$ cat src/hdl/acf_ram.sv
// acf_ram: generic single write, single read port RAM with registered read
// no dependencies
module acf_ram #(
    parameter int WIDTH = 8,
    parameter int DEPTH = 512
) (
    input  logic                     i_clk,
    input  logic                     i_we,
    input  logic [$clog2(DEPTH)-1:0] i_waddr,
    input  logic [WIDTH-1:0]         i_wdata,
    input  logic [$clog2(DEPTH)-1:0] i_raddr,
    output logic [WIDTH-1:0]         o_rdata
);
    logic [WIDTH-1:0] r_mem [DEPTH];
    logic [WIDTH-1:0] r_rdata;

    // write and registered read
    always_ff @(posedge i_clk) begin
        if (i_we) r_mem[i_waddr] <= i_wdata;
        r_rdata <= r_mem[i_raddr];
    end

    assign o_rdata = r_rdata;
endmodule

$ cat config.mk
export PLATFORM = sky130hd
export DESIGN_NAME = acf_ram
export DESIGN_NICKNAME = d
export VERILOG_FILES = /design/src/hdl/acf_ram.sv
export SDC_FILE = /design/constraint.sdc
export NUM_CORES = 2
export LEC_CHECK = 0
export ABC_AREA = 1
export BUFFER_PORTS_ARGS = -buffer_cell sky130_fd_sc_hd__buf_2
export CORE_MARGIN = 2
export CORE_UTILIZATION = 45
export DETAILED_ROUTE_END_ITERATION = 12
export PLACE_DENSITY_LB_ADDON = 0.25
export SLEW_MARGIN = 20
export SYNTH_ARGS = -nofsm -noshare
export SYNTH_HDL_FRONTEND = slang
export SYNTH_SLANG_ARGS = --single-unit
$ cat constraint.sdc
create_clock -name i_clk -period 3.6 [get_ports i_clk]
set_clock_uncertainty 0.2 [all_clocks]
set_input_delay 0.72 -clock i_clk [delete_from_list [all_inputs] [get_ports i_clk]]
set_output_delay 0.72 -clock i_clk [all_outputs]
set_load 0.02 [all_outputs]
# Word-level counts from Yosys, hierarchy flattened
# Memory sizes are Yosys's and may differ from the RTL's. A register that Yosys moved wholly into a read port is not among the register bits.
# Index checks and enable logic that the tools add are counted.
[op_classes]
mux = 2
[ops]
columns = ["operator", "n"]
rows = [
  ["$mux W1", 2],
]
[word_totals]
register_bits = 0
mem_bits_rw = 4096
inputBits = 28
elab_cells = 3
n_memories = 1
[memory_table]
columns = ["memory", "depth", "word_bits", "rd", "rd_ports_with_merged_regs", "write_ports", "line", "text"]
rows = [
  ["r_mem", 512, 8, 1, 1, 1, "14", "logic [WIDTH-1:0] r_mem [DEPTH];"],
]

# Logic depth before layout (Yosys ltp)
[logic_depth]
ltp_word = 2
depth_mapped = 15
mapped_depth_nobuf = 11

# Least setup slack after synthesis
# Ideal clock, no wire load.
[synth_path]
kind = "input port to flip-flop"
startpoint = "input i_waddr[4]"
endpoint = "memory r_mem[212][0] (enable)"
setup_ps = 370
arrival_time_ps = 1941
required_time_ps = 3030
setup_slack_ps = 1089
path_stages = 7
path_cell_list = "inv_1 > nor2_1 > inv_1 > nor2_1 > inv_1 > clkbuf_1 > nor2_1"
[synth_rtl]
columns = ["item", "line", "text"]
rows = [
  ["start: declaration", "9", "input logic [$clog2(DEPTH)-1:0] i_waddr,"],
  ["end: declaration", "14", ""],
]
# Straight into the memory's write port.

==> run metrics <==
Filler cells=31,454; drt drc=0; # placed instances=18,940; clock root buffer master=clkbuf_16; max-cap viol count=0; Slew Viols, Final=0; top cells by area, synth=edfxtp_1, nand3_1, nand2_1; initial core utilization=45.2%; via count=111,358; GR Util met1=36.1%; DRT iter0 DRCs=14,280; clock sink count=4,104; Worst-path clk slew=60 ps; Final Wtd Congestion=0.874; Commonest cells post-synth=nand2_1, edfxtp_1, nand3_1, buf_2, nor2_1; met2 Use GR=39.7%; initial antenna violation count=24; Core Util, Final=52.1%; P per Cell Area=534 mW/mm²; htree depth=5; CTS tree=built; Synth Flop Type=edfxtp_1; Final Hold Fails=0; Critical Path RT=4320 ps; sequential fraction of the synthesis area=73.9%; crit path time final=3450 ps; post-synth top area share=73.8%; Tightest Pin Transition=1080 ps; grt peak-use layer=met2; post-route ant nets=0; Yosys warnings=0; Die Wd=613 µm; I/O pin count=36; Hold Path Class=input pin to flip-flop; Die Y=613 µm; gr usage total=25.3%; Cells after Synth=13,891; row cnt=223; Period Utilization, post-route=95.9%; final-stage net count=14,449; outcome=complete, no violations; Synth Register Bits=4,104; Post-Syn Area=0.167 mm²; GRT met3 Usage=3.58%; register area=0.123 mm²; largest net degree at the start of global routing=125; Finished Layout Cells=19,764; hold slack=61.4 ps; most instantiated library cell after synthesis=nand2_1; kind of critical path=input pin to flip-flop; area of the multi-input gates=0.0382 mm²; achievable clock frequency=290 MHz; Slew HR=27.9%; Synth area leader=edfxtp_1; Post-CTS Hold Fix Bufs=7; first-pass GRT wire length=709,000 µm; final setup violation count=0; Synth Net Count=13,919; Syn-to-layout area delta=15.3%; number of flops mapped to enable cells by yosys=4,096; layout cells sized above 1=11.4%; DIE AREA=0.375 mm²; CP arrival=4170 ps; router iterations before antenna repair=7; Yosys cell types=16; Avg Inst Size Synth=12.0 µm²; Buffers on Ports=35; WL per Instance=24.5 µm; Post-CTS Resized=0; number of global-route vias before repair=105,281; Num CTS Buffers=422; postcts setup bufs=0; dpl hpwl=293,000 µm; RSZ-0062 raised after global routing=no; startpoint types=input pin; Clock Path Buffers=4; vias per std cell=5.63; CP Capture Type=flip-flop; CORE AREA=0.369 mm²; Overflow after GRT=0; WL final=484,000 µm; asr flop ratio synth=0%; largest vdd supply drop=0.405 mV; Skew-Pair Late Insertion Delay=1000 ps; Crit Path Max Fanout=66; Leak=68.0 nW
power by group:
part	switching, mW	internal (mW)	leakage (nW)
Combinational	4.79	1.84	24.5
Sequential	0.0794	52.6	36.9
Clock	18.3	24.9	6.62
critical path: stages:
cell     delay, ps
buf_12         140
inv_16         180
buf_12         250
buf_12         200
buf_12         300
buf_4          260
nand2_1         80
nand3_1         70
nand3_1        100
nand3_1        140
nand3_1        130
nand3_1        230
nand3_1        260
nand3_1        540
nand3_1        260
nand2_1        110
registers in the layout (all words and copies together), names as in the netlist:
register and count:
r_mem 4096, o_rdata 8
cell families after synthesis:
group	Yosys count	synth area share, %
buffers and inverters	1022	3.33
and+or+nand+nor	8765	22.8
DFF	4104	73.9
metal layers:
metal / share of wire, % / vias up
li1: - / 50621
met1: 42 / 54994
met2: 46 / 4921
met3: 8.2 / 808
met4: 3.8 / 14
met5: 0.022 / -
placed cells by master, fill, tap and decap left out, drive strengths merged:
master       synthesis  routed
nand3             4080    4080
edfxtp            4096    4096
dlygate4sd3          0       7
nand2             4160    4160
clkbuf             184     512
clkinvlp             0      11
nor2               514     514
nor3                11      11
inv                 39      51
buf                799    1082
dfxtp                8       8
bufinv               0      43
clkinv               0     195
diode                0      44
final cells by class:
class | count | area share, %
clock buffers | 512 | 5.77
multi-input cells | 8765 | 19.8
diodes | 44 | 0.0573
flip-flops and latches | 4104 | 64.0
inverters | 39 | 0.105
clock inverters | 261 | 1.27
repair buffers | 1089 | 5.70
well taps | 4950 | 3.22
per-stage QoR:
stage	setup WS, ps	setup TNS, ps	area (µm²)	power, mW
2_1_floorplan	1090	0	167000	56.9
3_3_place_gp	-686	-3270	179000	60.2
3_5_place_dp	-667	-3210	179000	60.3
4_1_cts	352	0	192000	103
5_1_grt	220	0	192000	105
6_report	148	0	192000	103
worst paths after layout:
| kind | start | to | slack, ps | cells past startpoint |
|---|---|---|---|---|
| max | i_raddr[0] | o_rdata[4] | 150 | 16 |
| min reg2reg | r_mem[457][4] | o_rdata[4] | 980 | 11 |
| max reg2reg | r_mem[3][4] | o_rdata[4] | 950 | 10 |
| min | i_wdata[4] | r_mem[137][4] | 60 | 1 |
No activity file was read; power rests on OpenSTA's default activity.
