## config.mk

```make
export PLATFORM = sky130hd
export DESIGN_NAME = acf_core
export DESIGN_NICKNAME = d
export VERILOG_FILES = /design/src/hdl/acf_pkg.sv /design/src/hdl/acf_core.sv
export SDC_FILE = /design/constraint.sdc
export NUM_CORES = 2
export LEC_CHECK = 0
export BUFFER_PORTS_ARGS = -buffer_cell sky130_fd_sc_hd__buf_2
export CAP_MARGIN = 15
export CORE_ASPECT_RATIO = 1.4
export CORE_MARGIN = 5
export CORE_UTILIZATION = 30
export DETAILED_ROUTE_END_ITERATION = 10
export PLACE_DENSITY = 0.56
export SLEW_MARGIN = 0
export SYNTH_ARGS = -nofsm -noshare
export SYNTH_HDL_FRONTEND = slang
export SYNTH_SLANG_ARGS = --single-unit
export TNS_END_PERCENT = 5
```

## constraint.sdc

```tcl
create_clock -name i_clk -period 11.3 [get_ports i_clk]
set_input_delay 2.26 -clock i_clk [delete_from_list [all_inputs] [get_ports i_clk]]
set_output_delay 2.26 -clock i_clk [all_outputs]
set_load 0.1 [all_outputs]
```

## src/hdl/acf_pkg.sv

```systemverilog
// acf_pkg: shared constants, types and field arithmetic for the configurable-field AES core
// no dependencies; imported by every module of the block except acf_ram
package acf_pkg;

    localparam int ROUND_COUNT = 10;
    localparam int KEY_WORDS   = 2 * (ROUND_COUNT + 1);
    localparam int KEY_AW      = $clog2(KEY_WORDS);
    localparam int KR_W        = $clog2(ROUND_COUNT + 1);
    localparam int TAB_DEPTH   = 512;
    localparam int TAB_AW      = $clog2(TAB_DEPTH);

    localparam logic [7:0] AFFINE_CONST = 8'h15;
    localparam logic [8:0] POLY_RESET   = 9'h11B;
    localparam logic [KR_W-1:0] LAST_ROUND = KR_W'(ROUND_COUNT);

    // configuration register indexes
    localparam int CFG_W = 3;
    localparam logic [CFG_W-1:0] CFG_POLY    = 3'd0;
    localparam logic [CFG_W-1:0] CFG_KEY_LO  = 3'd1;
    localparam logic [CFG_W-1:0] CFG_KEY_HI  = 3'd2;
    localparam logic [CFG_W-1:0] CFG_MIX_LO  = 3'd3;
    localparam logic [CFG_W-1:0] CFG_MIX_HI  = 3'd4;
    localparam logic [CFG_W-1:0] CFG_INV_LO  = 3'd5;
    localparam logic [CFG_W-1:0] CFG_INV_HI  = 3'd6;
    localparam logic [CFG_W-1:0] CFG_COUNT   = 3'd7;

    typedef struct packed {
        logic [8:0]   poly;
        logic [127:0] key;
        logic [127:0] mix;
        logic [127:0] inv;
    } t_cfg;

    // table memory access from the builder
    typedef struct packed {
        logic              we;
        logic [TAB_AW-1:0] waddr;
        logic [7:0]        wdata;
        logic [TAB_AW-1:0] raddr;
    } t_tab_req;

    // round key memory write from the builder
    typedef struct packed {
        logic              we;
        logic [KEY_AW-1:0] addr;
        logic [63:0]       data;
    } t_key_wr;

    // multiply in GF(2^8) modulo the given polynomial (bit 8 forced)
    function automatic logic [7:0] gmul(input logic [7:0] a, input logic [7:0] b,
                                        input logic [8:0] poly);
        logic [14:0] acc;
        logic [8:0]  p;
        acc = '0;
        p   = {1'b1, poly[7:0]};
        for (int i = 0; i < 8; i++) begin
            if (b[i]) acc = acc ^ (15'(a) << i);
        end
        for (int bt = 14; bt >= 8; bt--) begin
            if (acc[bt]) acc = acc ^ (15'(p) << (bt - 8));
        end
        return acc[7:0];
    endfunction

    // affine output map of the substitution box
    function automatic logic [7:0] affine(input logic [7:0] v);
        logic [7:0] s;
        s = '0;
        for (int j = 0; j < 8; j++) begin
            s[j] = v[j] ^ v[(j + 4) % 8] ^ v[(j + 5) % 8] ^ v[(j + 6) % 8]
                 ^ v[(j + 7) % 8] ^ AFFINE_CONST[j];
        end
        return s;
    endfunction

    // degree of a 9-bit polynomial, zero for zero
    function automatic logic [3:0] deg9(input logic [8:0] v);
        logic [3:0] d;
        d = '0;
        for (int i = 0; i < 9; i++) begin
            if (v[i]) d = 4'(i);
        end
        return d;
    endfunction

    // row rotation, left for the cipher and right for the inverse
    function automatic logic [127:0] shift_rows(input logic [127:0] t, input logic backward);
        logic [127:0] s;
        int src;
        s = '0;
        for (int row = 0; row < 4; row++) begin
            for (int col = 0; col < 4; col++) begin
                src = backward ? ((col + 4 - row) % 4) : ((col + row) % 4);
                s[8*(col*4+row) +: 8] = t[8*(src*4+row) +: 8];
            end
        end
        return s;
    endfunction

    // one column through the configured matrix
    function automatic logic [31:0] mix_column(input logic [31:0] c, input logic [127:0] mat,
                                               input logic [8:0] poly);
        logic [31:0] o;
        logic [7:0]  acc;
        o = '0;
        for (int row = 0; row < 4; row++) begin
            acc = '0;
            for (int j = 0; j < 4; j++) begin
                acc = acc ^ gmul(mat[8*(row+4*j) +: 8], c[8*j +: 8], poly);
            end
            o[8*row +: 8] = acc;
        end
        return o;
    endfunction

endpackage

```

## src/hdl/acf_core.sv

```systemverilog
// acf_core: round sequencer and state datapath for encryption and decryption
// depends on acf_pkg; reads the table memory and the round key memory
module acf_core import acf_pkg::*; (
    input  logic              i_clk,
    input  logic              i_rst_n,
    input  logic              i_built,
    input  t_cfg              i_cfg,
    input  logic              i_in_valid,
    output logic              o_in_stall,
    input  logic              i_operation,
    input  logic [63:0]       i_block_low,
    input  logic [63:0]       i_block_high,
    output logic [TAB_AW-1:0] o_tab_raddr,
    input  logic [7:0]        i_tab_rdata,
    output logic [KEY_AW-1:0] o_key_raddr,
    input  logic [63:0]       i_key_rdata,
    input  logic              i_out_stall,
    output logic              o_out_valid,
    output logic [63:0]       o_result_low,
    output logic [63:0]       o_result_high
);
    typedef enum logic [4:0] {
        C_IDLE = 5'b00001,
        C_KEY  = 5'b00010,
        C_SUB  = 5'b00100,
        C_MIX  = 5'b01000,
        C_FIN  = 5'b10000
    } t_cstate;

    localparam logic [4:0] SUB_LAST = 5'd16;

    t_cstate r_state, n_state;
    logic            r_op, n_op;
    logic [127:0]    r_st, n_st;
    logic [KR_W-1:0] r_round, n_round;
    logic [4:0]      r_cnt, n_cnt;
    logic            r_out_valid, n_out_valid;
    logic [127:0]    r_res, n_res;

    logic [KR_W-1:0] kidx;
    logic [127:0]    sub_tmp;
    logic [3:0]      sub_wr;
    logic            accept;
    logic            last;

    assign accept = i_in_valid && !o_in_stall;
    assign o_in_stall = !(r_state == C_IDLE && i_built);
    assign last = (r_round == LAST_ROUND);
    assign kidx = r_op ? (LAST_ROUND - r_round) : r_round;
    assign o_key_raddr = KEY_AW'({kidx, r_cnt[0]});
    assign o_tab_raddr = {r_op, r_st[8*r_cnt[3:0] +: 8]};
    assign sub_wr = 4'(r_cnt - 5'd1);

    // substituted byte lands in the cycle after its lookup
    always_comb begin
        sub_tmp = r_st;
        if (r_cnt != 5'd0) sub_tmp[8*sub_wr +: 8] = i_tab_rdata;
    end

    // round sequencer
    always_comb begin
        n_state = r_state;
        n_op = r_op;
        n_st = r_st;
        n_round = r_round;
        n_cnt = r_cnt;
        n_out_valid = r_out_valid && i_out_stall;
        n_res = r_res;
        case (r_state)
            C_IDLE: begin
                if (accept) begin
                    n_op = i_operation;
                    n_st = {i_block_high, i_block_low};
                    n_round = '0;
                    n_cnt = '0;
                    n_state = C_KEY;
                end
            end
            C_KEY: begin
                n_cnt = r_cnt + 5'd1;
                if (r_cnt == 5'd1) n_st[63:0] = r_st[63:0] ^ i_key_rdata;
                if (r_cnt == 5'd2) begin
                    n_st[127:64] = r_st[127:64] ^ i_key_rdata;
                    n_cnt = '0;
                    if (!r_op) begin
                        if (last) begin
                            n_state = C_FIN;
                        end else begin
                            n_round = r_round + 1'b1;
                            n_state = C_SUB;
                        end
                    end else if (r_round == '0) begin
                        n_round = r_round + 1'b1;
                        n_state = C_SUB;
                    end else begin
                        n_state = last ? C_FIN : C_MIX;
                    end
                end
            end
            C_SUB: begin
                n_st = sub_tmp;
                n_cnt = r_cnt + 5'd1;
                if (r_cnt == SUB_LAST) begin
                    n_st = shift_rows(sub_tmp, r_op);
                    n_cnt = '0;
                    n_state = (r_op || last) ? C_KEY : C_MIX;
                end
            end
            C_MIX: begin
                n_st[32*r_cnt[1:0] +: 32] = mix_column(r_st[32*r_cnt[1:0] +: 32],
                                                       r_op ? i_cfg.inv : i_cfg.mix,
                                                       i_cfg.poly);
                n_cnt = r_cnt + 5'd1;
                if (r_cnt == 5'd3) begin
                    n_cnt = '0;
                    if (r_op) begin
                        n_round = r_round + 1'b1;
                        n_state = C_SUB;
                    end else begin
                        n_state = C_KEY;
                    end
                end
            end
            C_FIN: begin
                if (!r_out_valid || !i_out_stall) begin
                    n_res = r_st;
                    n_out_valid = 1'b1;
                    n_state = C_IDLE;
                end
            end
            default: begin
                n_state = C_IDLE;
            end
        endcase
    end

    // registers
    always_ff @(posedge i_clk) begin
        if (!i_rst_n) begin
            r_state <= C_IDLE;
            r_out_valid <= 1'b0;
            r_cnt <= '0;
            r_round <= '0;
        end else begin
            r_state <= n_state;
            r_out_valid <= n_out_valid;
            r_cnt <= n_cnt;
            r_round <= n_round;
        end
        r_op <= n_op;
        r_st <= n_st;
        r_res <= n_res;
    end

    assign o_out_valid = r_out_valid;
    assign o_result_low = r_res[63:0];
    assign o_result_high = r_res[127:64];
endmodule

```

---- Word level (Yosys, flattened, before mapping) ----
Index checks and enable logic that the tools add are counted.
operators by class
  reduce and logical (&&, ||, !) cells .... 19
  bitwise logic cells ..................... 238
  mux-type cells .......................... 521
  shift operators ......................... 14
  add/subtract/negate cells ............... 14
  equality and inequality tests ........... 19
operators with widths
  cell                                   number
  2-to-1 mux 15 bit                      240
  2-to-1 mux 128 bit                     4
  case mux 128 bit (4 select lines)      1
  indexed part select 128 x 32 -> 8 bit  4
  indexed part select 128 x 9 -> 8 bit   4
  2-to-1 mux 14 bit                      32
  2-to-1 mux 13 bit                      32
  2-to-1 mux 12 bit                      32
  2-to-1 mux 8 bit                       48
  2-to-1 mux 11 bit                      32
  2-to-1 mux 10 bit                      32
  2-to-1 mux 9 bit                       32
  bitwise mux 128 bit                    2
  XOR 15 x 10 -> 15 bit                  16
  XOR 15 x 11 -> 15 bit                  16
  XOR 15 x 12 -> 15 bit                  16
  XOR 15 x 13 -> 15 bit                  16
  XOR 15 x 14 -> 15 bit                  16
  XOR 15 bit                             16
  XOR 15 x 9 -> 15 bit                   16
  XOR 14 bit                             16
  XOR 8 bit                              28
  XOR 13 bit                             16
  XOR 12 bit                             16
  other kinds (45)                       142
word-level totals
  word-level logic and storage cells ...... 833
  output and inout port bits .............. 144
  input port bits ......................... 599
  register bits after elaboration ......... 272

---- Longest topological paths before layout ----
  depth in word-level cells ............... 51
  mapped depth ............................ 26
  mapped depth without buffers ............ 17

---- Worst setup path before layout ----
OpenSTA, ideal clock, no wires.
  path kind ............................... input -> register
  start point ............................. input port i_out_stall
  end point ............................... register r_res[0] (enable)
  library setup time ...................... 657 ps
  arrival time ............................ 8286 ps
  path buffers ............................ 0
  required time ........................... 10643 ps
  slack ................................... 2357 ps
  stages on the path ...................... 1
  cells stage by stage .................... a21oi_1
between the ends
  word-level cells in the longest chain between the ends .. 3
ends and longest elaborated chain
  item                                  line             RTL
  start, declared                       acf_core.sv:17   input logic i_out_stall,
  logical NOT 1 bit                     acf_core.sv:125  if (!r_out_valid || !i_out_stall) begin
  logical OR 1 bit                      acf_core.sv:125
  AND reduction 2 bit (no source line)  --
  end signal, assigned                  acf_core.sv:152  r_res <= n_res;
  end, declared                         acf_core.sv:38   logic [127:0] r_res, n_res;
No other way between the ends.
A chain may end at the register's enable or synchronous reset.

---- Final worst setup path ----
  start point ............................. input port i_cfg[388] in the netlist's numbering
  end point ............................... register r_st[121] (data pin)
between the ends
  word-level cells in the longest chain between the ends .. 26
  elaborated cells between the ends (all ways) .. 351
  classes of those cells .................. shift (1); mux (226); bitwise (124)
ends and longest elaborated chain
  item                                        line             RTL
  start, declared                             acf_core.sv:7    input t_cfg i_cfg,
  XOR 14 bit                                  acf_pkg.sv:60    if (acc[bt]) acc = acc ^ (15'(p) << (bt - 8));
  2-to-1 mux 14 bit                           acf_pkg.sv:60
  2-to-1 mux 14 bit                           acf_core.sv:69   case (r_state)
  XOR 13 bit                                  acf_pkg.sv:60
  2-to-1 mux 13 bit                           acf_pkg.sv:60
  2-to-1 mux 13 bit                           acf_core.sv:69
  XOR 12 bit                                  acf_pkg.sv:60
  2-to-1 mux 12 bit                           acf_pkg.sv:60
  [9 not listed]                              --
  XOR 8 bit                                   acf_pkg.sv:60
  2-to-1 mux 8 bit                            acf_pkg.sv:60
  2-to-1 mux 8 bit                            acf_core.sv:69
  XOR 8 bit (3 in a row)                      acf_pkg.sv:109   acc = acc ^ gmul(mat[8*(row+4*j) +: 8], c[8*j +: 8], poly);
  indexed part select 32 x 34 -> 128 bit (*)  acf_core.sv:110  n_st[32*r_cnt[1:0] +: 32] = mix_column(r_st[32*r_cnt[1:0] +: 32],
  bitwise mux 128 bit (*)                     acf_core.sv:110
  case mux 128 bit (4 select lines) (*)       acf_core.sv:69
  net n_st[121]                               acf_core.sv:34   logic [127:0] r_st, n_st;
  end signal, assigned                        acf_core.sv:151  r_st <= n_st;
  end, declared                               acf_core.sv:34
The timed path passes the listed nets; every way through them passes the cells marked *. The select of a mux whose other input is x is not followed.

==> run_results.csv <==
group,metric,value,unit
status,status,"finished, final reports clean",
worst_setup_path,cp.arrival,8.45,ns
grt,grtUsageTotal,30.0,%
grt,grt_max_degree,203,
sta,final.min_clock_period,8.11,ns
sta,setup_tns,0,ns
worst_setup_path,r2r_end,"r_st[121]",
synth,ys_seq_area_share,18.1,%
min_path,hold_depth,2,
clock_tree,cts_buffers,27,
worst_setup_path,r2r_cells,18,
final_layout,nFillCells,15770,
grt,grt_pass1_vias,45040,
worst_setup_path,cp.required,11.64,ns
final_layout,final_cells,8086,
route,ant_nets,0,
min_path,min_to,"r_cnt[4]",
final_layout,layout-drive-gt1-share,17.6,%
synth,synth_top_area_share,18.9,%
clock_tree,cts_root_buf,"clkbuf_16",
clock_tree,clkTransAtPathRegs,0.07,ns
clock_tree,holdBufCountCts,0,
final_layout,postLayoutCoreUtil,33.8,%
die,die_w,335,um
route,via_per_inst,6.05,
clock_tree,htreeDepth,1,
sta,max_slew_margin,15.6,%
placement,routabilityCongestion,0.990,
synth,netlist_instances,5780,
min_path,min_from,"r_cnt[4]",
sta,clock_skew,0.0512,ns
route,vias,48905,
route,drt-initial-drc-count,6819,
sta,fin_crit_sh,71.8,%
final_layout,multi_input_area,34400,sq um
die,ioPinCount,743,
sta,hold_violations,0,
min_path,min-delay-path-class,"reg -> reg",
sta,slew_violations,0,
synth,async_flop_share,0,%
clock_tree,insertion_delay,0.64,ns
grt,grt_pass1_wl,341000,um
clock_tree,cts_setup_buffers,0,
sta,clock.fmax,0.123,GHz
placement,port_buffers,613,
synth,synth_area,44400,sq um
route,wire_per_inst,30.9,um
worst_setup_path,worst_path_max_delay_cell,"xnor2_1",
synth,synth_seq_cells,272,
final_layout,layout.nets,6708,
die,core,148000,sq um
synth,yosysTopAreaCell,"xnor2_1",
grt,antenna_found_initial,45,
worst_setup_path,cp_common_cell,"xnor2_1",
worst_setup_path,critPathMaxFanout,54,
worst_setup_path,reg2reg_from,"r_cnt[0]",
placement,hpwl,183000,um
worst_setup_path,worst_setup_path_end_kind,"flip-flop",
synth,synth_flop_cell,"edfxtp_1",
worst_setup_path,crit_chain,"buf_4 -> buf_4 -> and3b_1 -> nor3_1 -> a211oi_1 -> xnor2_1 -> xnor2_1 -> xnor2_1 -> nor2_1 -> a221oi_1 -> o211ai_1 -> xnor2_1 -> xnor2_1 -> xor2_1 -> nand2_1 -> xnor2_1 -> xnor2_1 -> o21ai_0",
sta,worstMarginPinSlew,1.23,ns
die,initial_core_util,30.1,%
synth,synth_cell_type_count,102,
worst_setup_path,rrSetupSlack,3.52,ns
die,die_h,465,um
synth,syn_avg_cell_area,7.68,sq um
synth,yosysWarningCount,0,
clock_tree,post_cts_resized,0,
worst_setup_path,slowest_delay,0.88,ns
clock_tree,cts_tree,"done",
grt,grt-ovfl-total,0,
clock_tree,clock_path_buffers,3,
sta,rsz0062_at_grt,"no",
route,firstDrtPassIters,9,
job,drv_cap,0,
die,dieArea,156000,sq um
final_layout,syn_to_final_growth,12.3,%
synth,syn_nets,6390,
synth,synth.area.top_cells,"xnor2_1, edfxtp_1, nand2_1",
final_layout,seqCellArea,8030,sq um
die,fp-row-count,167,
clock_tree,cts.sinks,272,
worst_setup_path,crit_path_start_kind,"input port",
synth,synth_edf_count,257,
route,wl,250000,um
sta,finalSetupViolations,0,
worst_setup_path,crit_type,"in -> reg",
route,drc,0,
placement,dp_cells,8011,
-- how the worst max path moves through the flow --
stage / end / depth (start not counted) / from
2_1_floorplan: r_res[0] / 1 / i_out_stall
3_3_place_gp: r_st[58] / 18 / i_cfg[388]
3_5_place_dp: r_st[26] / 18 / i_cfg[388]
4_1_cts: r_st[84] / 17 / i_cfg[391]
5_1_grt: r_st[26] / 18 / i_cfg[388]
6_report: r_st[121] / 18 / i_cfg[388]
-- stage by stage --
step	hold slack, ns	setup slack, ns	instance area (sq um)
floorplan	0.491	2.36	44400
global placement	0.565	2.84	48900
detailed placement	0.565	2.83	48900
CTS	0.595	3.42	49800
global route	0.617	3.03	49800
finish	0.597	3.19	49800
-- worst max-delay path, delay by kind of cell --
| kind | cells | cell delay, ns |
|---|---|---|
| buffers and inverters | 2 | 1.10 |
| AOI/OAI and AO/OA | 4 | 1.43 |
| and+or+nand+nor | 4 | 0.50 |
| xor gates and xnor gates | 8 | 3.12 |
-- layout by cell type (no fill, tap or decap), types with 13 or more instances in the layout --
master	instances
nand2b_1	58
a21oi_1	288
nor3_1	58
a32oi_1	24
buf_4	117
and2_1	28
xnor2_2	28
nand3_1	117
o211ai_1	111
o21ai_1	18
mux4_2	72
clkbuf_16	27
or3_1	19
a211oi_1	93
diode_2	24
mux2_2	134
a31oi_1	73
nand3b_1	19
inv_1	23
a22oi_1	20
nand2_1	1408
mux2i_1	53
xnor3_1	51
buf_2	611
and3_1	45
edfxtp_1	257
o22ai_1	20
a221oi_1	89
xor2_1	310
o21a_1	33
o221ai_1	66
nor2_1	272
xnor2_1	952
nor2b_1	33
o21ai_0	311
dfxtp_1	13
-- metal layers --
metal	track usage (%)	part of all wire, %	vias to the layer above
li1	-	-	20873
met1	35.7	36	23217
met2	47.3	43	3849
met3	7.82	12	932
met4	20.5	8.6	34
met5	0	0.089	-
-- flip-flops by register name, summed over array words and instances, names as in the netlist --
register and count:
r_cnt 5, r_res 128, r_state 5, r_op 1, r_st 128, r_round 4
o_out_valid 1
-- area by class of cell --
class,count,share of cell area (%)
multi-input cells,5041,69.0
flip-flops and latches,272,16.1
repair buffers,730,7.98
well taps,1943,4.88
clock buffers,30,1.38
clock inverters,20,0.334
inverters,26,0.196
diodes,24,0.120
-- cells in the mapped netlist (all sizes together), types with 53 or more instances --
cell type,count
nand2,1419
xnor2,984
o211ai,111
xor2,320
a211oi,99
o21ai,330
nor2,276
a31oi,74
mux2i,54
nand3,119
mux4,72
a21oi,292
a221oi,90
o221ai,66
nor3,60
nand2b,58
xnor3,53
edfxtp,257
buf,175
clkbuf,266
mux2,137
-- cells by family (layout without fill, tap and decap cells) --
| family | after synthesis | after routing | synth area share [%] |
|---|---|---|---|
| compound gates | 1272 | 1272 | 18.8 |
| xor+xnor | 1361 | 1361 | 29.4 |
| fa+ha+maj | 11 | 11 | 0.310 |
| buf+inv | 467 | 806 | 4.79 |
| flops | 272 | 272 | 18.1 |
| mux | 263 | 263 | 8.35 |
| other cells | 0 | 24 | 0 |
| simple gates | 2134 | 2134 | 20.3 |
Power is left out: the tool's default activity adds up to more than one toggle a clock period on the data nets, which glitch-free logic cannot reach.
