`src/hdl/acf_pkg.sv`:
```
// acf_pkg: shared constants, types and field arithmetic for the configurable-field AES core
// no dependencies; imported by every module of the block except acf_ram
package acf_pkg;

    localparam int ROUND_COUNT = 10;
    localparam int KEY_WORDS   = 2 * (ROUND_COUNT + 1);
    localparam int KEY_AW      = $clog2(KEY_WORDS);
    localparam int KR_W        = $clog2(ROUND_COUNT + 1);
    localparam int TAB_DEPTH   = 512;
    localparam int TAB_AW      = $clog2(TAB_DEPTH);

    localparam logic [7:0] AFFINE_CONST = 8'h15;
    localparam logic [8:0] POLY_RESET   = 9'h11B;
    localparam logic [KR_W-1:0] LAST_ROUND = KR_W'(ROUND_COUNT);

    // configuration register indexes
    localparam int CFG_W = 3;
    localparam logic [CFG_W-1:0] CFG_POLY    = 3'd0;
    localparam logic [CFG_W-1:0] CFG_KEY_LO  = 3'd1;
    localparam logic [CFG_W-1:0] CFG_KEY_HI  = 3'd2;
    localparam logic [CFG_W-1:0] CFG_MIX_LO  = 3'd3;
    localparam logic [CFG_W-1:0] CFG_MIX_HI  = 3'd4;
    localparam logic [CFG_W-1:0] CFG_INV_LO  = 3'd5;
    localparam logic [CFG_W-1:0] CFG_INV_HI  = 3'd6;
    localparam logic [CFG_W-1:0] CFG_COUNT   = 3'd7;

    typedef struct packed {
        logic [8:0]   poly;
        logic [127:0] key;
        logic [127:0] mix;
        logic [127:0] inv;
    } t_cfg;

    // table memory access from the builder
    typedef struct packed {
        logic              we;
        logic [TAB_AW-1:0] waddr;
        logic [7:0]        wdata;
        logic [TAB_AW-1:0] raddr;
    } t_tab_req;

    // round key memory write from the builder
    typedef struct packed {
        logic              we;
        logic [KEY_AW-1:0] addr;
        logic [63:0]       data;
    } t_key_wr;

    // multiply in GF(2^8) modulo the given polynomial (bit 8 forced)
    function automatic logic [7:0] gmul(input logic [7:0] a, input logic [7:0] b,
                                        input logic [8:0] poly);
        logic [14:0] acc;
        logic [8:0]  p;
        acc = '0;
        p   = {1'b1, poly[7:0]};
        for (int i = 0; i < 8; i++) begin
            if (b[i]) acc = acc ^ (15'(a) << i);
        end
        for (int bt = 14; bt >= 8; bt--) begin
            if (acc[bt]) acc = acc ^ (15'(p) << (bt - 8));
        end
        return acc[7:0];
    endfunction

    // affine output map of the substitution box
    function automatic logic [7:0] affine(input logic [7:0] v);
        logic [7:0] s;
        s = '0;
        for (int j = 0; j < 8; j++) begin
            s[j] = v[j] ^ v[(j + 4) % 8] ^ v[(j + 5) % 8] ^ v[(j + 6) % 8]
                 ^ v[(j + 7) % 8] ^ AFFINE_CONST[j];
        end
        return s;
    endfunction

    // degree of a 9-bit polynomial, zero for zero
    function automatic logic [3:0] deg9(input logic [8:0] v);
        logic [3:0] d;
        d = '0;
        for (int i = 0; i < 9; i++) begin
            if (v[i]) d = 4'(i);
        end
        return d;
    endfunction

    // row rotation, left for the cipher and right for the inverse
    function automatic logic [127:0] shift_rows(input logic [127:0] t, input logic backward);
        logic [127:0] s;
        int src;
        s = '0;
        for (int row = 0; row < 4; row++) begin
            for (int col = 0; col < 4; col++) begin
                src = backward ? ((col + 4 - row) % 4) : ((col + row) % 4);
                s[8*(col*4+row) +: 8] = t[8*(src*4+row) +: 8];
            end
        end
        return s;
    endfunction

    // one column through the configured matrix
    function automatic logic [31:0] mix_column(input logic [31:0] c, input logic [127:0] mat,
                                               input logic [8:0] poly);
        logic [31:0] o;
        logic [7:0]  acc;
        o = '0;
        for (int row = 0; row < 4; row++) begin
            acc = '0;
            for (int j = 0; j < 4; j++) begin
                acc = acc ^ gmul(mat[8*(row+4*j) +: 8], c[8*j +: 8], poly);
            end
            o[8*row +: 8] = acc;
        end
        return o;
    endfunction

endpackage

```
`src/hdl/acf_builder.sv`:
```
// acf_builder: fills the substitution tables and the round key memory from configuration
// depends on acf_pkg; drives the table memory and the key memory write port
module acf_builder import acf_pkg::*; (
    input  logic     i_clk,
    input  logic     i_rst_n,
    input  logic     i_restart,
    input  t_cfg     i_cfg,
    input  logic [7:0] i_tab_rdata,
    output t_tab_req o_tab,
    output t_key_wr  o_key,
    output logic     o_done
);
    typedef enum logic [8:0] {
        B_CLEAR = 9'b000000001,
        B_ELEM  = 9'b000000010,
        B_DIV   = 9'b000000100,
        B_WS    = 9'b000001000,
        B_WI    = 9'b000010000,
        B_KW0   = 9'b000100000,
        B_KW1   = 9'b001000000,
        B_KS    = 9'b010000000,
        B_DONE  = 9'b100000000
    } t_bstate;

    t_bstate r_state, n_state;
    logic [7:0]   r_i, n_i;
    logic [15:0]  r_b1, n_b1, r_n1, n_n1;
    logic [8:0]   r_b2, n_b2, r_r, n_r;
    logic [7:0]   r_inv, n_inv, r_sb, n_sb;
    logic [127:0] r_ek, n_ek;
    logic [7:0]   r_rc, n_rc;
    logic [KR_W-1:0] r_kr, n_kr;
    logic [2:0]   r_cnt, n_cnt;
    logic [31:0]  r_w, n_w;

    logic [8:0]   pv;
    logic [3:0]   sh;
    logic [31:0]  wv;
    logic [127:0] ek_new;
    logic [1:0]   rd_j;

    assign pv = {1'b1, i_cfg.poly[7:0]};
    assign sh = deg9(r_r) - deg9(r_b2);
    assign rd_j = r_cnt[1:0] + 2'd1;

    // next round key from the four substituted bytes
    always_comb begin
        wv = r_w;
        wv[31:24] = i_tab_rdata;
        wv[7:0] = wv[7:0] ^ r_rc;
        ek_new = '0;
        for (int k = 0; k < 4; k++) begin
            ek_new[8*k +: 8] = wv[8*k +: 8] ^ r_ek[8*k +: 8];
        end
        for (int k = 4; k < 16; k++) begin
            ek_new[8*k +: 8] = ek_new[8*(k-4) +: 8] ^ r_ek[8*k +: 8];
        end
    end

    // build sequencer
    always_comb begin
        n_state = r_state;
        n_i = r_i;
        n_b1 = r_b1;
        n_n1 = r_n1;
        n_b2 = r_b2;
        n_r = r_r;
        n_inv = r_inv;
        n_sb = r_sb;
        n_ek = r_ek;
        n_rc = r_rc;
        n_kr = r_kr;
        n_cnt = r_cnt;
        n_w = r_w;
        o_tab = '0;
        o_key = '0;
        o_done = 1'b0;
        case (r_state)
            B_CLEAR: begin
                o_tab.we = 1'b1;
                o_tab.waddr = {1'b1, r_i};
                o_tab.wdata = '0;
                n_i = r_i + 8'd1;
                if (r_i == 8'hFF) n_state = B_ELEM;
            end
            B_ELEM: begin
                n_b1 = 16'd1;
                n_b2 = {1'b0, r_i};
                n_r = pv;
                n_n1 = '0;
                n_state = B_DIV;
            end
            B_DIV: begin
                if (r_i == 8'd0) begin
                    n_inv = '0;
                    n_state = B_WS;
                end else if (r_b2 <= 9'd1) begin
                    n_inv = r_b1[7:0];
                    n_state = B_WS;
                end else if (r_r != 9'd0 && deg9(r_r) >= deg9(r_b2)) begin
                    n_r = r_r ^ (r_b2 << sh);
                    n_n1 = r_n1 ^ (r_b1 << sh);
                end else begin
                    // one remainder step finished
                    n_b1 = r_n1;
                    n_b2 = r_r;
                    n_r = r_b2;
                    n_n1 = r_b1;
                end
            end
            B_WS: begin
                o_tab.we = 1'b1;
                o_tab.waddr = {1'b0, r_i};
                o_tab.wdata = affine(r_inv);
                n_sb = affine(r_inv);
                n_state = B_WI;
            end
            B_WI: begin
                o_tab.we = 1'b1;
                o_tab.waddr = {1'b1, r_sb};
                o_tab.wdata = r_i;
                n_i = r_i + 8'd1;
                if (r_i == 8'hFF) begin
                    n_ek = i_cfg.key;
                    n_rc = 8'd1;
                    n_kr = '0;
                    n_state = B_KW0;
                end else begin
                    n_state = B_ELEM;
                end
            end
            B_KW0: begin
                o_key.we = 1'b1;
                o_key.addr = KEY_AW'({r_kr, 1'b0});
                o_key.data = r_ek[63:0];
                n_state = B_KW1;
            end
            B_KW1: begin
                o_key.we = 1'b1;
                o_key.addr = KEY_AW'({r_kr, 1'b1});
                o_key.data = r_ek[127:64];
                n_cnt = '0;
                n_state = (r_kr == LAST_ROUND) ? B_DONE : B_KS;
            end
            B_KS: begin
                o_tab.raddr = {1'b0, r_ek[96 + 8*rd_j +: 8]};
                if (r_cnt != 3'd0) n_w[8*(r_cnt[1:0] - 2'd1) +: 8] = i_tab_rdata;
                n_cnt = r_cnt + 3'd1;
                if (r_cnt == 3'd4) begin
                    n_ek = ek_new;
                    n_rc = gmul(r_rc, 8'h02, i_cfg.poly);
                    n_kr = r_kr + 1'b1;
                    n_state = B_KW0;
                end
            end
            B_DONE: begin
                o_done = 1'b1;
            end
            default: begin
                n_state = B_CLEAR;
            end
        endcase
    end

    // state registers, restart on reset or on any register write
    always_ff @(posedge i_clk) begin
        if (!i_rst_n || i_restart) begin
            r_state <= B_CLEAR;
            r_i <= '0;
            r_kr <= '0;
            r_cnt <= '0;
        end else begin
            r_state <= n_state;
            r_i <= n_i;
            r_kr <= n_kr;
            r_cnt <= n_cnt;
        end
        r_b1 <= n_b1;
        r_n1 <= n_n1;
        r_b2 <= n_b2;
        r_r <= n_r;
        r_inv <= n_inv;
        r_sb <= n_sb;
        r_ek <= n_ek;
        r_rc <= n_rc;
        r_w <= n_w;
    end
endmodule

```
`config.mk`:
```
export PLATFORM = sky130hd
export DESIGN_NAME = acf_builder
export DESIGN_NICKNAME = d
export VERILOG_FILES = /design/src/hdl/acf_pkg.sv /design/src/hdl/acf_builder.sv
export SDC_FILE = /design/constraint.sdc
export NUM_CORES = 1
export LEC_CHECK = 0
export ABC_AREA = 1
export BUFFER_PORTS_ARGS = -buffer_cell sky130_fd_sc_hd__clkbuf_2
export CAP_MARGIN = 20
export CORE_AREA = 2 2 193 195
export CTS_CLUSTER_SIZE = 16
export DETAILED_ROUTE_END_ITERATION = 12
export DIE_AREA = 0 0 195 197
export GPL_TIMING_DRIVEN = 0
export PLACE_DENSITY_LB_ADDON = 0.1
export SYNTH_ARGS = -nofsm -noshare
export SYNTH_HDL_FRONTEND = slang
export SYNTH_SLANG_ARGS = --single-unit
export TNS_END_PERCENT = 1
```
`constraint.sdc`:
```
create_clock -name i_clk -period 4.8 [get_ports i_clk]
set_input_delay 0.48 -clock i_clk [delete_from_list [all_inputs] [get_ports i_clk]]
set_output_delay 0.48 -clock i_clk [all_outputs]
set_load 0.05 [all_outputs]
```
# Yosys cells after proc, flatten, opt, wreduce, memory -nomap -nowiden
# Index checks and enable logic that the tools add are counted.
[op_classes] n_lt_le_gt_ge=2 shift=5 addsub=8 n_reduce_logical=17 bitwise=58 n_eq_ne=19 mux=82
[ops] operator="128-bit 2-to-1 mux" count=2
[ops] operator="128-bit one-hot mux with 2 select lines" count=1
[ops] operator="8-bit XOR" count=18
[ops] operator="70-bit one-hot mux with 2 select lines" count=1
[ops] operator="128-bit by 9-bit indexed part select with 8-bit output" count=1
[ops] operator="9-bit 2-to-1 mux" count=14
[ops] operator="16-bit 2-to-1 mux" count=6
[ops] operator="4-bit 2-to-1 mux" count=22
[ops] operator="9-bit one-hot mux with 9 select lines" count=1
[ops] operator="16-bit one-hot mux with 2 select lines" count=2
[ops] operator="18-bit one-hot mux with 3 select lines" count=1
[ops] operator="14-bit 2-to-1 mux" count=3
[ops] operator="8-bit 2-to-1 mux" count=5
[ops] operator="13-bit 2-to-1 mux" count=3
[ops] operator="12-bit 2-to-1 mux" count=3
[ops] operator="9-bit one-hot mux with 2 select lines" count=2
[ops] operator="32-bit negation with 34-bit output" count=1
[ops] operator="8-bit by 34-bit variable shift with 32-bit output (first input constant)" count=1
[ops] operator="8-bit by 34-bit indexed part select with 32-bit output" count=1
[ops] operator="11-bit 2-to-1 mux" count=3
[ops] operator="32-bit bitwise mux" count=1
[ops] operator="10-bit 2-to-1 mux" count=3
[ops] operator="15-bit 2-to-1 mux" count=2
[ops] operator="1-bit XOR" count=28
[ops] operator="other kinds (49)" count=66
[totals] output_inout_bits=98 register_bits=258 wordCells=204

# Longest topological paths before layout
# Gate-level depths: netlist (run 1).
[logic_depth] ltp_word=31 mapped_depth=18

# Worst setup path before layout (run 1)
# OpenSTA, ideal clock, no wires.
[synth_path] kind="reg-to-reg" start="register r_cnt[0]" end="register r_ek[0], enable pin" synth_period_minus_slack_ps=4527 stages_incl_launch_ff=9 path_slack_ps=273 path_buffers=2 setup_ps=489 t_arrival_ps=4039 path_cell_list="dfxtp_1 > buf_2 > inv_1 > clkbuf_1 > ha_1 > nand2_1 > nand2_4 > nand3_2 > inv_1"
[synth_between] elab_chain_cells=3
[synth_lines] element="start, declared" line="acf_builder.sv:33" source="logic [2:0] r_cnt, n_cnt;"
[synth_lines] element="start signal, assigned" line="acf_builder.sv:176" source="r_cnt <= n_cnt;"
[synth_lines] element="3-bit equality test" line="acf_builder.sv:149" source="if (r_cnt == 3'd4) begin"
[synth_lines] element="2-bit inequality test (no line)"
[synth_lines] element="3-bit AND reduction (no line)"
[synth_lines] element="end signal, assigned" line="acf_builder.sv:184" source="r_ek <= n_ek;"
[synth_lines] element="end, declared" line="acf_builder.sv:30" source="logic [127:0] r_ek, n_ek;"
# No other way between the ends.
# A chain may end at the register's enable or synchronous reset.

==> flow_summary_export.csv, run 1 <==
group,metric,value,unit
outcome,status,"finished, final reports clean",
sta,fin_crit_sh,81.0,%
die,die_h,197,µm
placement,dpl.hpwl,41400,µm
setup_path,r2r_slack,1.36,ns
sta,max_clock_freq,257,MHz
global_route,grt_max_degree,84,
setup_path,r2r_cells,14,
finish,fillers,3666,
synth,syn_area_per_cell,7.58,µm²
synth,synth_top_family_by_area,"simple AND/OR/NAND/NOR gates",
routing,drt_iter0_drc,1427,
global_route,grt_use_total,28.3,%
clock_tree,cts_max_path_buffers,3,
setup_path,cp-startpoint,"r_cnt[0]",
setup_path,crit_end,"o_tab[1]",
setup_path,cp.required,4.32,ns
clock_tree,ctsHoldBuffers,0,
global_route,grt_pass1_vias,13900,
clock_tree,clkLatencyLatePin,0.56,ns
die,die_w,195,µm
sta,worstMarginPinSlew,1.03,ns
clock_tree,postCtsResizedCells,0,
routing,drc,0,
sta,rsz0062_at_grt,"false",
pwr,max-vdd-ir-drop,0.297,mV
setup_path,path_cells,"buf_2 > inv_1 > clkbuf_1 > ha_1 > clkbuf_1 > buf_1 > a221oi_1 > clkbuf_2",
setup_path,slowest_delay,0.51,ns
finish,final_common_cell,"nand2_1",
routing,num_vias,14900,
die,ios,502,
routing,finalWirelength,55300,µm
clock_tree,cts.sinks,234,
finish,final_nets,2682,
synth,synth_compound_gate_area_share,9.43,%
synth,ys_types,42,
die,core-area,0.0363,mm²
routing,drt-pass1-iter-count,8,
global_route,grt_pass1_wl,82200,µm
setup_path,cp-start-kind,"flip-flop",
finish,final_cell_mix,"nand2_1, nand3_1, inv_1",
synth,synth_xor_area_share,4.06,%
synth,synth-seq-cells,234,
synth,syn_area,0.0151,mm²
setup_path,r2r_start,"r_r[1]",
synth,muxShareOfSynthArea,0,%
setup_path,crit_type,"flip-flop to output port",
synth,synth_edf_count,210,
synth,synthSimpleGateAreaFrac,30.0,%
sta,setup_viol,0,
finish,drive_above_1_share,16.9,%
placement,port_buffers,243,
global_route,overflow,0,
finish,area_delta_synth_final,18.2,%
worst_hold_path,min_from,"i_cfg[321]",
sta,timing.final.ws_setup,0.910,ns
global_route,antenna_found_initial,1,
clock_tree,cts-root-buf,"clkbuf_16",
placement,gp_congestion,0.941,
synth,yosysWarnings,0,
sta,skew,0.0312,ns
clock_tree,post_cts_buffers,0,
routing,ant_nets,0,
pwr,p_leak,8.46,nW
die,die_area,0.0384,mm²
sta,holdWs,0.188,ns
clock_tree,cts_tree,"yes",
routing,post_drt_wl_per_cell,20.1,µm
setup_path,cp.arrival,3.41,ns
worst_hold_path,hp-class,"input port to flip-flop",
clock_tree,cts_buffers,28,
run,maxCapViolCount,0,
finish,num_antenna_cells,0,
clock_tree,clk_pin_slew,0.06,ns
synth,syn_inst,1987,
synth,synth-seq-area-share,45.1,%
die,initial_core_util,41.5,%
setup_path,worst-path-max-fanout,12,
placement,pre_cts_ws,1.49,ns
finish,multi_input_area,0.00677,mm²
sta,slew_viol_final,0,
sta,slew-limit-headroom,30.5,%
setup_path,critPathCaptureType,"output port",
synth,synth_fa_ha_area_share,1.38,%
synth,async_reset_ff_share,0,%
sta,hold_viol_final,0,
finish,regArea,0.00679,mm²
clock_tree,cts_htree_levels,1,
sta,min_period,3.89,ns
routing,viasPerCell,5.40,
finish,post-route-util,49.1,%
synth,synthFlopType,"edfxtp_1",
synth,syn_nets,2407,
setup_path,cp_common_cell,"clkbuf_1",
setup_path,crit_path_top_delay_cell,"a221oi_1",
die,num_rows,70,
pwr,power_density,308,mW/mm²
setup_path,r2r_end,"r_r[2]",
[power breakdown]
group / switching, mW / total [mW] / internal [mW]
Combinational: 0.759 / 1.08 / 0.319
Clock: 0.886 / 2.11 / 1.23
Sequential: 0.0305 / 2.29 / 2.26
[metrics by stage]
step / power (mW) / setup TNS (ns) / instance area, µm² / std cells
3_3_place_gp: 3.40 / -224.65 / 16900 / 2698
3_5_place_dp: 3.40 / 0 / 16900 / 2700
5_1_grt: 5.69 / 0 / 17800 / 2752
6_report: 5.48 / 0 / 17800 / 2752
2_1_floorplan: 3.08 / 0 / 15100 / 1987
4_1_cts: 5.50 / 0 / 17800 / 2752
[sequential cells by signal (all words and copies together) (netlist names)]
name and flops:
r_cnt 3, r_rc 8, r_ek 128, r_b1 8, r_b2 9, r_i 8, r_kr 4, r_sb 8
r_state 9, r_inv 8, r_w 24, r_r 9, r_n1 8
[worst max-delay path, delay by kind of cell (launching register included)]
kind / cells / cell delay [ns]
AO/OA/AOI/OAI: 1 / 0.51
adder cells (fa/ha/maj): 1 / 0.37
buffers and inverters: 6 / 1.51
flip-flops: 1 / 0.45
[Yosys cell counts (2+ instances only)]
library cell    n  share of area [%]
a21oi_1        53                1.8
a221oi_1        8               0.47
a31oi_1         5               0.21
buf_1           2              0.050
buf_2          35                1.2
buf_4           9               0.45
buf_6          18                1.3
clkbuf_1       15               0.37
dfxtp_1        24                3.2
edfxtp_1      210                 42
ha_1           15                1.2
inv_1         251                6.3
inv_2           5               0.12
inv_4           2              0.083
nand2_1       652                 16
nand2_2         4               0.17
nand2_4         2               0.15
nand3_1       254                8.4
nand3_2         4               0.27
nand4_1        18               0.75
nor2_1        108                2.7
nor2_2          2              0.083
nor2_4          6               0.45
nor3_1          8               0.27
o21ai_0       119                4.0
o21ai_1        22               0.73
o22ai_1        48                2.0
or2_2           8               0.33
xnor2_1        27                1.6
xor2_1         41                2.4
[per-layer routing]
| layer | up-vias | global-route usage (%) | share of wire (%) |
|---|---|---|---|
| met5 | - | 0 | 0.023 |
| met2 | 680 | 45.6 | 45 |
| met1 | 6999 | 40.5 | 44 |
| met4 | 2 | 7.66 | 2.8 |
| met3 | 83 | 3.20 | 8.3 |
| li1 | 7099 | - | - |
[cell families (layout without fill, tap and decap cells)]
group,Yosys count,in the layout
buffers and inverters,339,636
adder cells (fa/ha/maj),16,16
flip-flops,234,234
XOR/XNOR,69,69
AND/OR/NAND/NOR,1068,1068
AO/OA/AOI/OAI,260,260
other,1,1
[area by class of cell]
type	count	share of cell area [%]
inverter	259	5.55
timing repair buffer	245	7.07
tap	468	3.29
buffer	80	2.97
sequential	234	38.1
clock buffer	41	4.39
multi-input combinational	1414	38.0
clock inverter	11	0.576
[worst min-delay path by stage]
stage                           to  slack, ns  depth (start not counted)
final                     r_ek[65]       0.19                          3
after floorplan           r_cnt[2]       0.44                          1
after global placement    r_cnt[2]       0.46                          1
after detailed placement  r_cnt[2]       0.46                          1
after global routing      r_ek[33]       0.19                          3
after CTS                 r_ek[65]       0.17                          3
Note: power is estimated with default switching activity, not from simulation.
==> run 2: changes to the inputs <==
Settings changed: ABC_AREA 1 to 0, CORE_AREA 2 2 193 195 to 2 2 198 200, DIE_AREA 0 0 195 197 to 0 0 200 202.
Clock period 4.8 ns to 3.38 ns, I/O delays scaled along.
==> run 2 against run 1 <==
Sequential share of layout area is 3.1 points higher. Register-to-register slack worse by 1.2 ns. Count of clock-buffer cells in the layout is 7 lower. Combinational power is 77% lower. Synthesized cell count is 35% lower. Global-route usage is 4.6 points lower. Cell count is 23% lower. Largest power group unchanged.
==> flow_summary_export.csv, run 2 <==
group,metric,value,unit
outcome,status,"finished, final reports clean",
synth,synth_commonest_cells,"nand2_1, edfxtp_1, xnor2_1",
finish,regMostFlops,"r_ek",
synth,syn_inst,1289,
pwr,p_leak,6.70,nW
finish,final_common_cell,"nand2_1",
synth,synth-seq-area-share,50.7,%
synth,synth-seq-cells,234,
synth,syn_nets,1709,
routing,ant_nets,0,
setup_path,cp.required,3.04,ns
sta,min_period,3.26,ns
clock_tree,cts_tree,"yes",
synth,synth_area_leaders,"edfxtp_1, nand2_1, xnor2_1",
sta,max_clock_freq,307,MHz
synth,syn_area_per_cell,10.4,µm²
die,core-area,0.0383,mm²
synth,ys_types,61,
synth,async_reset_ff_share,0,%
run,maxCapViolCount,0,
synth,yosysMostFrequentCell,"nand2_1",
pwr,power_density,382,mW/mm²
setup_path,crit_type,"flip-flop to output port",
synth,netlist.area_leader.share,47.1,%
routing,drt_iter0_drc,859,
die,die_w,200,µm
routing,finalWirelength,49000,µm
sta,skew,0.00775,ns
finish,reg.largest.list,"r_ek (128), r_w (24)",
sta,fin_crit_sh,96.5,%
routing,drt-pass1-iter-count,7,
clock_tree,cts_htree_levels,1,
placement,gp_congestion,0.888,
sta,worstMarginPinSlew,0.893,ns
pwr,total_power,6.28,mW
setup_path,critPathCaptureType,"output port",
global_route,grt_max_degree,77,
setup_path,cp-start-kind,"flip-flop",
finish,drive_above_1_share,24.2,%
finish,largest_reg_flops,128,
die,ios,502,
synth,syn_area,0.0134,mm²
global_route,overflow,0,
routing,num_vias,10900,
sta,slew-limit-headroom,40.0,%
clock_tree,cts-root-buf,"clkbuf_16",
finish,final_nets,2002,
global_route,grt_use_total,23.8,%
sta,hold_viol_final,0,
routing,drc,0,
global_route,grt_pass1_wl,70000,µm
clock_tree,cts_buffers,28,
clock_tree,clk_pin_slew,0.06,ns
die,initial_core_util,35.0,%
clock_tree,clkLatencyLatePin,0.56,ns
routing,post_drt_wl_per_cell,23.1,µm
sta,slew_viol_final,0,
worst_hold_path,hp-class,"input port to flip-flop",
die,num_rows,72,
finish,post-route-util,43.0,%
global_route,grt_pass1_vias,10600,
setup_path,worst-path-max-fanout,10,
setup_path,cp.arrival,2.92,ns
die,die_h,202,µm
routing,viasPerCell,5.13,
synth,synth_top_area_cell,"edfxtp_1",
pwr,max-vdd-ir-drop,0.328,mV
placement,port_buffers,243,
sta,setup_viol,0,
placement,dpl.hpwl,35800,µm
clock_tree,cts_max_path_buffers,3,
clock_tree,cts.sinks,234,
sta,rsz0062_at_grt,"true",
synth,synth_edf_count,210,
die,die_area,0.0404,mm²
clock_tree,ctsHoldBuffers,0,
global_route,antenna_found_initial,2,
synth,synthFlopType,"edfxtp_1",
synth,yosysWarnings,0,
finish,final_cell_mix,"nand2_1, clkbuf_2, edfxtp_1",
finish,area_delta_synth_final,22.9,%
run 2: cell types whose count changed in the layout (fill, tap and decap cells not counted), sizes merged, moves of 48 or more:
cell	previous run	this run
and2	0	48
inv	259	13
nor2	116	66
nand3	258	7
xnor2	27	122
nand2	658	308
o21ai	142	90
a22o	0	80
run 2: path summary, 6_finish.rpt:
path | start | to | slack, ns | depth (start not counted)
setup / recovery | r_state[2] | o_tab[5] | 0.12 | 7
hold reg to reg | r_state[7] | r_state[7] | 0.52 | 2
hold / removal | i_cfg[349] | r_ek[93] | 0.04 | 3
setup reg to reg | r_b2[5] | r_r[8] | 0.14 | 10
run 2: kinds of logic (layout without fill, tap and decap cells):
group           after synthesis  in the layout  share of synthesized area [%]
flops                       234            234                           50.7
compound gates              226            226                           11.6
mux                          37             37                           4.15
buf+inv                      85            393                           2.83
other cells                   1              3                         0.0280
simple gates                501            503                           16.7
fa+ha+maj                    16             16                           1.55
xor+xnor                    189            189                           12.4
run 2: final cells by class:
class,instances,area [µm²]
multi-input combinational,972,6370
sequential,234,6790
tap,518,648
buffer,70,350
fill,3818,21800
clock buffer,34,723
inverter,14,52.6
antenna,2,5.00
clock inverter,13,119
timing repair buffer,262,1400
run 2: stage by stage:
stage / instance area, µm² / hold slack [ns] / setup WS [ns] / cells / TNS (ns)
after floorplan: 13400 / 0.479 / -0.126 / 1289 / -17.19
after global placement: 15300 / 0.504 / -1.50 / 2050 / -220.70
after detailed placement: 15300 / 0.512 / -0.401 / 2052 / -6.99
after CTS: 16300 / 0.0205 / -0.259 / 2101 / -5.84
after global routing: 16500 / 0.0433 / -0.0168 / 2117 / -0.144
final: 16500 / 0.0393 / 0.119 / 2119 / 0
run 2: worst max-delay path, stage by stage, from the launching register on:
cell and delay [ns]:
dfxtp_1 0.29, buf_2 0.19, nor3_4 0.32, nand4b_4 0.26, clkbuf_2 0.32, clkbuf_1 0.34
nor2b_1 0.30, clkbuf_2 0.33
run 2: repair_timing:
action,in CTS,in global routing
cloned,0,2
setup buffers,3,14
endpoints found under the setup margin,105,171
resized for setup,17,31
pin swaps,1,4
run 2: power by group:
group | switching [mW] | internal, mW
Combinational | 0.137 | 0.111
Sequential | 0.00139 | 3.14
Clock | 1.24 | 1.66
run 2: routing by layer:
layer,vias up,wire length [µm],global-route usage (%)
met2,404,22300,37.8
li1,5123,-,-
met3,63,3420,4.27
met5,-,13,0
met4,2,1170,5.29
met1,5284,22100,33.7
